### config.mk
export PLATFORM = sky130hd
export DESIGN_NAME = rgb_quad_to_p010_yuv420
export DESIGN_NICKNAME = d
export VERILOG_FILES = /design/src/rtl/core/rqp_pkg.sv /design/src/rtl/core/rqp_prep.sv /design/src/rtl/core/rqp_luma.sv /design/src/rtl/core/rqp_chroma.sv /design/src/rtl/core/rgb_quad_to_p010_yuv420.sv
export SDC_FILE = /design/constraint.sdc
export NUM_CORES = 2
export LEC_CHECK = 0
export BUFFER_PORTS_ARGS = -buffer_cell sky130_fd_sc_hd__buf_2
export CORE_AREA = 2 2 415 459
export CTS_BUF_LIST = sky130_fd_sc_hd__clkbuf_2 sky130_fd_sc_hd__clkbuf_4 sky130_fd_sc_hd__clkbuf_8
export DETAILED_ROUTE_END_ITERATION = 8
export DIE_AREA = 0 0 417 461
export SYNTH_ARGS = -nofsm -noshare
export SYNTH_HDL_FRONTEND = slang
export SYNTH_HIERARCHICAL = 1
export SYNTH_SLANG_ARGS = --single-unit
### constraint.sdc
create_clock -name clk -period 22.8 [get_ports clk]
set_clock_uncertainty 0.2 [all_clocks]
set_input_delay 4.56 -clock clk [delete_from_list [all_inputs] [get_ports clk]]
set_output_delay 4.56 -clock clk [all_outputs]
set_load 0.02 [all_outputs]
### src/rtl/core/rqp_pkg.sv
package rqp_pkg;

  typedef struct packed {
    logic [9:0] r;
    logic [9:0] g;
    logic [9:0] b;
  } pix_t;

  typedef struct packed {
    logic vld;
    logic full;
  } ctl_t;

  localparam int unsigned CODE_W = 10;
  localparam int unsigned PAD_W  = 6;
  localparam int unsigned PROD_W = 26;

  localparam logic [15:0] COEF_YR = 16'd13933;
  localparam logic [15:0] COEF_YG = 16'd46871;
  localparam logic [15:0] COEF_YB = 16'd4732;
  localparam logic [15:0] ROUND_HALF = 16'd32768;

  localparam logic [15:0] SU_FULL = 16'd35318;
  localparam logic [15:0] SV_FULL = 16'd41615;
  localparam logic [15:0] SU_LIM  = 16'd36124;
  localparam logic [15:0] SV_LIM  = 16'd42566;

  localparam logic [9:0] CODE_MIN = 10'd0;
  localparam logic [9:0] CODE_MAX = 10'd1023;
  localparam logic [9:0] LIM_LO   = 10'd64;
  localparam logic [9:0] LIM_HI   = 10'd940;
  localparam logic [9:0] LIM_CHI  = 10'd960;
  localparam logic [9:0] UV_MID   = 10'd512;

  function automatic logic [9:0] luma_raw(pix_t p);
    logic [PROD_W-1:0] acc;
    acc = PROD_W'(COEF_YR) * PROD_W'(p.r)
        + PROD_W'(COEF_YG) * PROD_W'(p.g)
        + PROD_W'(COEF_YB) * PROD_W'(p.b)
        + PROD_W'(ROUND_HALF);
    return acc[PROD_W-1:16];
  endfunction

  function automatic logic [9:0] clamp_code(logic [9:0] x, logic full);
    logic [9:0] lo;
    logic [9:0] hi;
    lo = full ? CODE_MIN : LIM_LO;
    hi = full ? CODE_MAX : LIM_HI;
    if (x < lo) begin
      return lo;
    end else if (x > hi) begin
      return hi;
    end else begin
      return x;
    end
  endfunction

endpackage

### src/rtl/core/rqp_prep.sv
module rqp_prep (
  input  logic                    clk,
  input  logic                    rst_n,
  input  logic [3:0][15:0]        red_i,
  input  logic [3:0][15:0]        green_i,
  input  logic [3:0][15:0]        blue_i,
  input  rqp_pkg::ctl_t           ctl_i,
  output rqp_pkg::pix_t [3:0]     pix_o,
  output rqp_pkg::ctl_t           ctl_o
);
  import rqp_pkg::*;

  pix_t [3:0] pix_nxt;
  pix_t [3:0] pix_r;
  ctl_t       ctl_r;

  always_comb begin
    for (int p = 0; p < 4; p++) begin
      pix_nxt[p].r = clamp_code(red_i[p][15:PAD_W], ctl_i.full);
      pix_nxt[p].g = clamp_code(green_i[p][15:PAD_W], ctl_i.full);
      pix_nxt[p].b = clamp_code(blue_i[p][15:PAD_W], ctl_i.full);
    end
  end

  always_ff @(posedge clk) begin
    if (!rst_n) begin
      ctl_r <= '0;
    end else begin
      ctl_r <= ctl_i;
    end
  end

  always_ff @(posedge clk) begin
    pix_r <= pix_nxt;
  end

  assign pix_o = pix_r;
  assign ctl_o = ctl_r;

endmodule

### src/rtl/core/rqp_luma.sv
module rqp_luma (
  input  logic                clk,
  input  logic                rst_n,
  input  rqp_pkg::pix_t [3:0] pix_i,
  input  rqp_pkg::ctl_t       ctl_i,
  output logic [3:0][9:0]     y_o
);
  import rqp_pkg::*;

  logic [3:0][9:0] raw_nxt;
  logic [3:0][9:0] raw_r;
  logic [3:0][9:0] y3_nxt;
  logic [3:0][9:0] y3_r;
  logic [3:0][9:0] y4_r;
  logic [3:0][9:0] y5_r;
  logic            full2_r;

  always_comb begin
    for (int p = 0; p < 4; p++) begin
      raw_nxt[p] = luma_raw(pix_i[p]);
      y3_nxt[p]  = clamp_code(raw_r[p], full2_r);
    end
  end

  always_ff @(posedge clk) begin
    if (!rst_n) begin
      full2_r <= 1'b0;
    end else begin
      full2_r <= ctl_i.full;
    end
  end

  always_ff @(posedge clk) begin
    raw_r <= raw_nxt;
    y3_r  <= y3_nxt;
    y4_r  <= y3_r;
    y5_r  <= y4_r;
  end

  assign y_o = y5_r;

endmodule

### src/rtl/core/rqp_chroma.sv
module rqp_chroma (
  input  logic                clk,
  input  logic                rst_n,
  input  rqp_pkg::pix_t [3:0] pix_i,
  input  rqp_pkg::ctl_t       ctl_i,
  output logic [9:0]          u_o,
  output logic [9:0]          v_o,
  output rqp_pkg::ctl_t       ctl_o
);
  import rqp_pkg::*;

  ctl_t ctl2_r;
  ctl_t ctl3_r;
  ctl_t ctl4_r;
  ctl_t ctl5_r;

  logic [11:0] sum_r_nxt;
  logic [11:0] sum_g_nxt;
  logic [11:0] sum_b_nxt;
  pix_t        avg_nxt;
  pix_t        avg_r;

  logic [9:0]         yc_nxt;
  logic signed [10:0] du_nxt;
  logic signed [10:0] dv_nxt;
  logic signed [10:0] du_r;
  logic signed [10:0] dv_r;

  logic [9:0]        mag_u;
  logic [9:0]        mag_v;
  logic [15:0]       su;
  logic [15:0]       sv;
  logic [PROD_W-1:0] prod_u;
  logic [PROD_W-1:0] prod_v;
  logic [9:0]        qu_r;
  logic [9:0]        qv_r;
  logic              nu_r;
  logic              nv_r;

  logic signed [11:0] u_nxt;
  logic signed [11:0] v_nxt;
  logic signed [11:0] lo_s;
  logic signed [11:0] hi_s;
  logic [9:0]         u_code_nxt;
  logic [9:0]         v_code_nxt;
  logic [9:0]         u_r;
  logic [9:0]         v_r;

  always_comb begin
    sum_r_nxt = 12'(pix_i[0].r) + 12'(pix_i[1].r) + 12'(pix_i[2].r) + 12'(pix_i[3].r) + 12'd2;
    sum_g_nxt = 12'(pix_i[0].g) + 12'(pix_i[1].g) + 12'(pix_i[2].g) + 12'(pix_i[3].g) + 12'd2;
    sum_b_nxt = 12'(pix_i[0].b) + 12'(pix_i[1].b) + 12'(pix_i[2].b) + 12'(pix_i[3].b) + 12'd2;
    avg_nxt.r = sum_r_nxt[11:2];
    avg_nxt.g = sum_g_nxt[11:2];
    avg_nxt.b = sum_b_nxt[11:2];
  end

  always_comb begin
    yc_nxt = luma_raw(avg_r);
    du_nxt = $signed({1'b0, avg_r.b}) - $signed({1'b0, yc_nxt});
    dv_nxt = $signed({1'b0, avg_r.r}) - $signed({1'b0, yc_nxt});
  end

  always_comb begin
    mag_u  = du_r[10] ? 10'(-du_r) : du_r[9:0];
    mag_v  = dv_r[10] ? 10'(-dv_r) : dv_r[9:0];
    su     = ctl3_r.full ? SU_FULL : SU_LIM;
    sv     = ctl3_r.full ? SV_FULL : SV_LIM;
    prod_u = PROD_W'(mag_u) * PROD_W'(su) + PROD_W'(ROUND_HALF);
    prod_v = PROD_W'(mag_v) * PROD_W'(sv) + PROD_W'(ROUND_HALF);
  end

  always_comb begin
    u_nxt = $signed(12'(UV_MID)) + (nu_r ? -$signed({2'b00, qu_r}) : $signed({2'b00, qu_r}));
    v_nxt = $signed(12'(UV_MID)) + (nv_r ? -$signed({2'b00, qv_r}) : $signed({2'b00, qv_r}));
    lo_s  = ctl4_r.full ? $signed(12'(CODE_MIN)) : $signed(12'(LIM_LO));
    hi_s  = ctl4_r.full ? $signed(12'(CODE_MAX)) : $signed(12'(LIM_CHI));
    if (u_nxt < lo_s) begin
      u_code_nxt = lo_s[9:0];
    end else if (u_nxt > hi_s) begin
      u_code_nxt = hi_s[9:0];
    end else begin
      u_code_nxt = u_nxt[9:0];
    end
    if (v_nxt < lo_s) begin
      v_code_nxt = lo_s[9:0];
    end else if (v_nxt > hi_s) begin
      v_code_nxt = hi_s[9:0];
    end else begin
      v_code_nxt = v_nxt[9:0];
    end
  end

  always_ff @(posedge clk) begin
    if (!rst_n) begin
      ctl2_r <= '0;
      ctl3_r <= '0;
      ctl4_r <= '0;
      ctl5_r <= '0;
    end else begin
      ctl2_r <= ctl_i;
      ctl3_r <= ctl2_r;
      ctl4_r <= ctl3_r;
      ctl5_r <= ctl4_r;
    end
  end

  always_ff @(posedge clk) begin
    avg_r <= avg_nxt;
    du_r  <= du_nxt;
    dv_r  <= dv_nxt;
    qu_r  <= prod_u[PROD_W-1:16];
    qv_r  <= prod_v[PROD_W-1:16];
    nu_r  <= du_r[10];
    nv_r  <= dv_r[10];
    u_r   <= u_code_nxt;
    v_r   <= v_code_nxt;
  end

  assign u_o   = u_r;
  assign v_o   = v_r;
  assign ctl_o = ctl5_r;

endmodule

### src/rtl/core/rgb_quad_to_p010_yuv420.sv
// Channel  Handshake                Word
// input    start (busy held low)    in_* twelve 16-bit RGB components of a 2x2 quad
// result   out_valid strobe         out_* four luma words, one U and one V word
// config   cfg_valid / cfg_ready    cfg_full_range
//
// A quad is accepted in every cycle; its result word passes through five register stages:
// clamp, luma and average, average luma, chroma scaling, chroma clamp.
// Reset is synchronous and active low; it clears the valid bits and selects limited range.
// The receiver cannot stall, so the pipeline never stops and busy stays low.
module rgb_quad_to_p010_yuv420 (
  input  logic        clk,
  input  logic        rst_n,
  input  logic        start,
  output logic        busy,
  input  logic [15:0] in_top_left_red,
  input  logic [15:0] in_top_left_green,
  input  logic [15:0] in_top_left_blue,
  input  logic [15:0] in_top_right_red,
  input  logic [15:0] in_top_right_green,
  input  logic [15:0] in_top_right_blue,
  input  logic [15:0] in_bottom_left_red,
  input  logic [15:0] in_bottom_left_green,
  input  logic [15:0] in_bottom_left_blue,
  input  logic [15:0] in_bottom_right_red,
  input  logic [15:0] in_bottom_right_green,
  input  logic [15:0] in_bottom_right_blue,
  output logic        out_valid,
  output logic [15:0] out_luma_top_left,
  output logic [15:0] out_luma_top_right,
  output logic [15:0] out_luma_bottom_left,
  output logic [15:0] out_luma_bottom_right,
  output logic [15:0] out_chroma_u,
  output logic [15:0] out_chroma_v,
  input  logic        cfg_valid,
  output logic        cfg_ready,
  input  logic        cfg_full_range
);
  import rqp_pkg::*;

  logic            full_range_r;
  logic [3:0][15:0] red;
  logic [3:0][15:0] green;
  logic [3:0][15:0] blue;
  ctl_t            ctl_in;
  ctl_t            ctl1;
  ctl_t            ctl_out;
  pix_t [3:0]      pix1;
  logic [3:0][9:0] y_code;
  logic [9:0]      u_code;
  logic [9:0]      v_code;

  assign busy      = 1'b0;
  assign cfg_ready = 1'b1;

  always_ff @(posedge clk) begin
    if (!rst_n) begin
      full_range_r <= 1'b0;
    end else if (cfg_valid && cfg_ready) begin
      full_range_r <= cfg_full_range;
    end
  end

  assign red   = {in_bottom_right_red, in_bottom_left_red,
                  in_top_right_red, in_top_left_red};
  assign green = {in_bottom_right_green, in_bottom_left_green,
                  in_top_right_green, in_top_left_green};
  assign blue  = {in_bottom_right_blue, in_bottom_left_blue,
                  in_top_right_blue, in_top_left_blue};

  assign ctl_in.vld  = start && !busy;
  assign ctl_in.full = full_range_r;

  rqp_prep u_prep (
    .clk     (clk),
    .rst_n   (rst_n),
    .red_i   (red),
    .green_i (green),
    .blue_i  (blue),
    .ctl_i   (ctl_in),
    .pix_o   (pix1),
    .ctl_o   (ctl1)
  );

  rqp_luma u_luma (
    .clk   (clk),
    .rst_n (rst_n),
    .pix_i (pix1),
    .ctl_i (ctl1),
    .y_o   (y_code)
  );

  rqp_chroma u_chroma (
    .clk   (clk),
    .rst_n (rst_n),
    .pix_i (pix1),
    .ctl_i (ctl1),
    .u_o   (u_code),
    .v_o   (v_code),
    .ctl_o (ctl_out)
  );

  assign out_valid             = ctl_out.vld;
  assign out_luma_top_left     = {y_code[0], PAD_W'(0)};
  assign out_luma_top_right    = {y_code[1], PAD_W'(0)};
  assign out_luma_bottom_left  = {y_code[2], PAD_W'(0)};
  assign out_luma_bottom_right = {y_code[3], PAD_W'(0)};
  assign out_chroma_u          = {u_code, PAD_W'(0)};
  assign out_chroma_v          = {v_code, PAD_W'(0)};

endmodule
==> run_results.csv <==
group,metric,value,unit
run_status,status,"finished clean",
worst_hold_path,hold_path_startpoint,"u_luma/y3_r[29]$_SDFF_PP0_",
yosys,syn_area,63400,sq um
setup_path,crit_type,"flip-flop to flip-flop",
clocking,cts_tree,"built",
clocking,clock_latency,0.82,ns
drt,first_pass_iters,5,
sta,drv_slew,0,
global_route,grt_max_degree,44,
worst_hold_path,hold_depth,0,
setup_path,worstReg2RegStart,"u_chroma/avg_r[7]$_DFF_P_",
drt,wl_per_cell,16.7,um
worst_hold_path,hold_path.class,"flip-flop to flip-flop",
setup_path,cp_data_arrival_time,12.61,ns
yosys,avgSynthCellArea,10.1,sq um
sta,hold_viol,0,
drt,vias,41300,
sta,setup_viol,0,
setup_path,worst_path_max_delay_cell,"fa_1",
global_route,grt_util_met1,19.2,%
clocking,postCtsSetupRepairBufs,0,
global_route,antenna_found_initial,12,
setup_path,cp-end-kind,"flip-flop",
floorplanning,die_y,461,um
placed_design,io_buffers,185,
global_route,grt-ovfl-total,0,
sta,max-slew-margin-rel,22.4,%
global_route,track_usage,16.1,%
global_route,gr-usage-met3,2.00,%
clocking,ctsResizeCount,0,
global_route,use_met2,29.0,%
global_route,grt_pass1_wl,240,mm
finish,drive_gt1_share,6.35,%
run,drv_cap,0,
clocking,h-tree-depth,3,
clocking,cts_root_buf,"clkbuf_8",
floorplanning,coreArea,187000,sq um
sta,fmax,82.3,MHz
floorplanning,io-pin-count,296,
drt,drt_iter0_markers,1594,
finish,final_nets,9083,
placed_design,dpl_worst_slack,10.57,ns
placed_design,gp_congestion,0.918,
sta,worstMarginPinSlew,1.15,ns
floorplanning,initial_core_util,33.8,%
drt,vias_per_cell,4.59,
sta,fin_crit_sh,53.3,%
floorplanning,dieArea,192000,sq um
setup_path,cpLargestDelayFamily,"adder cells",
clocking,path_clk_slew,0.06,ns
setup_path,slowest_delay,0.62,ns
global_route,grt_pass1_vias,44700,
yosys,ys_warn_count,6,
clocking,cts_buffers,72,
global_route,busiest_layer,"met2",
setup_path,critPathMaxFanout,6,
floorplanning,rows,167,
setup_path,path_buf_inv,10,
finish,area_growth,8.36,%
placed_design,dp_hpwl,135,mm
sta,rsz0062_at_grt,"no",
setup_path,timing.rr.end,"u_chroma/dv_r[10]$_DFF_P_",
sta,tns,0,ns
setup_path,reg2reg_depth,42,
setup_path,required,23.25,ns
yosys,syn_inst,6288,
setup_path,r2r_slack,10.64,ns
drt,drtAntennaViolNets,0,
sta,min_period,12.16,ns
floorplanning,die_w,417,um
finish,fillers,18700,
clocking,clock_tree.buffer_depth,3,
drt,drc,0,
setup_path,startpoint_type,"flip-flop",
drt,totalWireLength,150,mm
clocking,clock-sinks,385,
setup_path,path_common_cell,"fa_1",
clocking,cts-hold-fix-buffers,0,
sta,setup_slack,10.64,ns
worst_hold_path,hold_path_end,"u_luma/y4_r[29]$_DFF_P_",
per-layer routing:
| layer | part of all wire, % | wire length [um] | vias to the layer above |
|---|---|---|---|
| met5 | 0.0087 | 13 | - |
| met4 | 4.3 | 6470 | 2 |
| met3 | 3.3 | 4900 | 191 |
| met2 | 51 | 76100 | 607 |
| met1 | 42 | 62400 | 20500 |
| li1 | - | - | 20000 |
registers in the layout (all words and copies together), names as in the netlist:
register and flops:
u_chroma/nv_r 1, u_chroma/qu_r 10, u_chroma/u_o 10, u_chroma/ctl2_r 2, u_chroma/du_r 11, full_range_r 1, u_chroma/dv_r 11, u_prep/pix_o 120
u_luma/y3_r 40, u_luma/raw_r 40, u_chroma/v_o 10, u_chroma/avg_r 30, u_chroma/ctl3_r 2, u_chroma/qv_r 10, u_chroma/nu_r 1, u_luma/full2_r 1
u_luma/y_o 40, u_chroma/ctl_o 1, u_chroma/ctl4_r 2, u_luma/y4_r 40, u_prep/ctl_o 2
stage by stage:
step	cells	hold WS [ns]	area [sq um]	util [%]
floorplan	6327	0.110	63600	-
global placement	8861	0.113	67100	35.8
detailed placement	8861	0.112	67100	35.8
CTS	8987	0.117	68700	36.7
global route	8994	0.120	68700	36.7
finish	8996	0.118	68700	36.7
area by class of cell:
type                       instances  area (sq um)  area share (%)
clock buffer                     104          1310            1.91
timing repair buffer             196          1010            1.47
sequential                       385          7710            11.2
clock inverter                    22           333           0.484
inverter                        1790          6720            9.78
antenna                            9          22.5          0.0328
multi-input combinational       4040         48600            70.7
tap                             2450          3070            4.46
placed cells by master, fill, tap and decap left out, types with 14 or more instances in the layout:
cell	n
inv_1	1789
ha_1	1313
fa_1	1088
dfxtp_1	384
buf_2	185
nor2_1	179
nand2_1	162
a21oi_1	134
o21ai_0	128
xnor2_1	119
o21a_1	87
clkbuf_8	85
xor2_1	73
a21o_1	68
nor3_1	67
nand3_1	64
nor2b_1	51
conb_1	43
nand2b_1	38
and2_1	30
or2_2	27
and3_1	25
o21bai_1	21
clkbuf_4	19
nand4_1	19
a211oi_1	15
a31oi_1	15
or3_1	14
o31ai_1	14
how the worst max path moves through the flow:
stage | start | endpoint | slack [ns] | cells past startpoint
2_1_floorplan | u_chroma/avg_r[7]$_DFF_P_ | u_chroma/dv_r[10]$_DFF_P_ | 11.64 | 42
3_3_place_gp | u_chroma/avg_r[7]$_DFF_P_ | u_chroma/dv_r[10]$_DFF_P_ | 10.65 | 42
3_5_place_dp | u_chroma/avg_r[7]$_DFF_P_ | u_chroma/dv_r[10]$_DFF_P_ | 10.57 | 42
4_1_cts | u_chroma/avg_r[7]$_DFF_P_ | u_chroma/dv_r[10]$_DFF_P_ | 10.57 | 42
5_1_grt | u_chroma/avg_r[7]$_DFF_P_ | u_chroma/dv_r[10]$_DFF_P_ | 10.11 | 42
6_report | u_chroma/avg_r[7]$_DFF_P_ | u_chroma/dv_r[10]$_DFF_P_ | 10.64 | 42
Power is left out: the tool's default activity adds up to more than one toggle a clock period on the data nets, which glitch-free logic cannot reach.
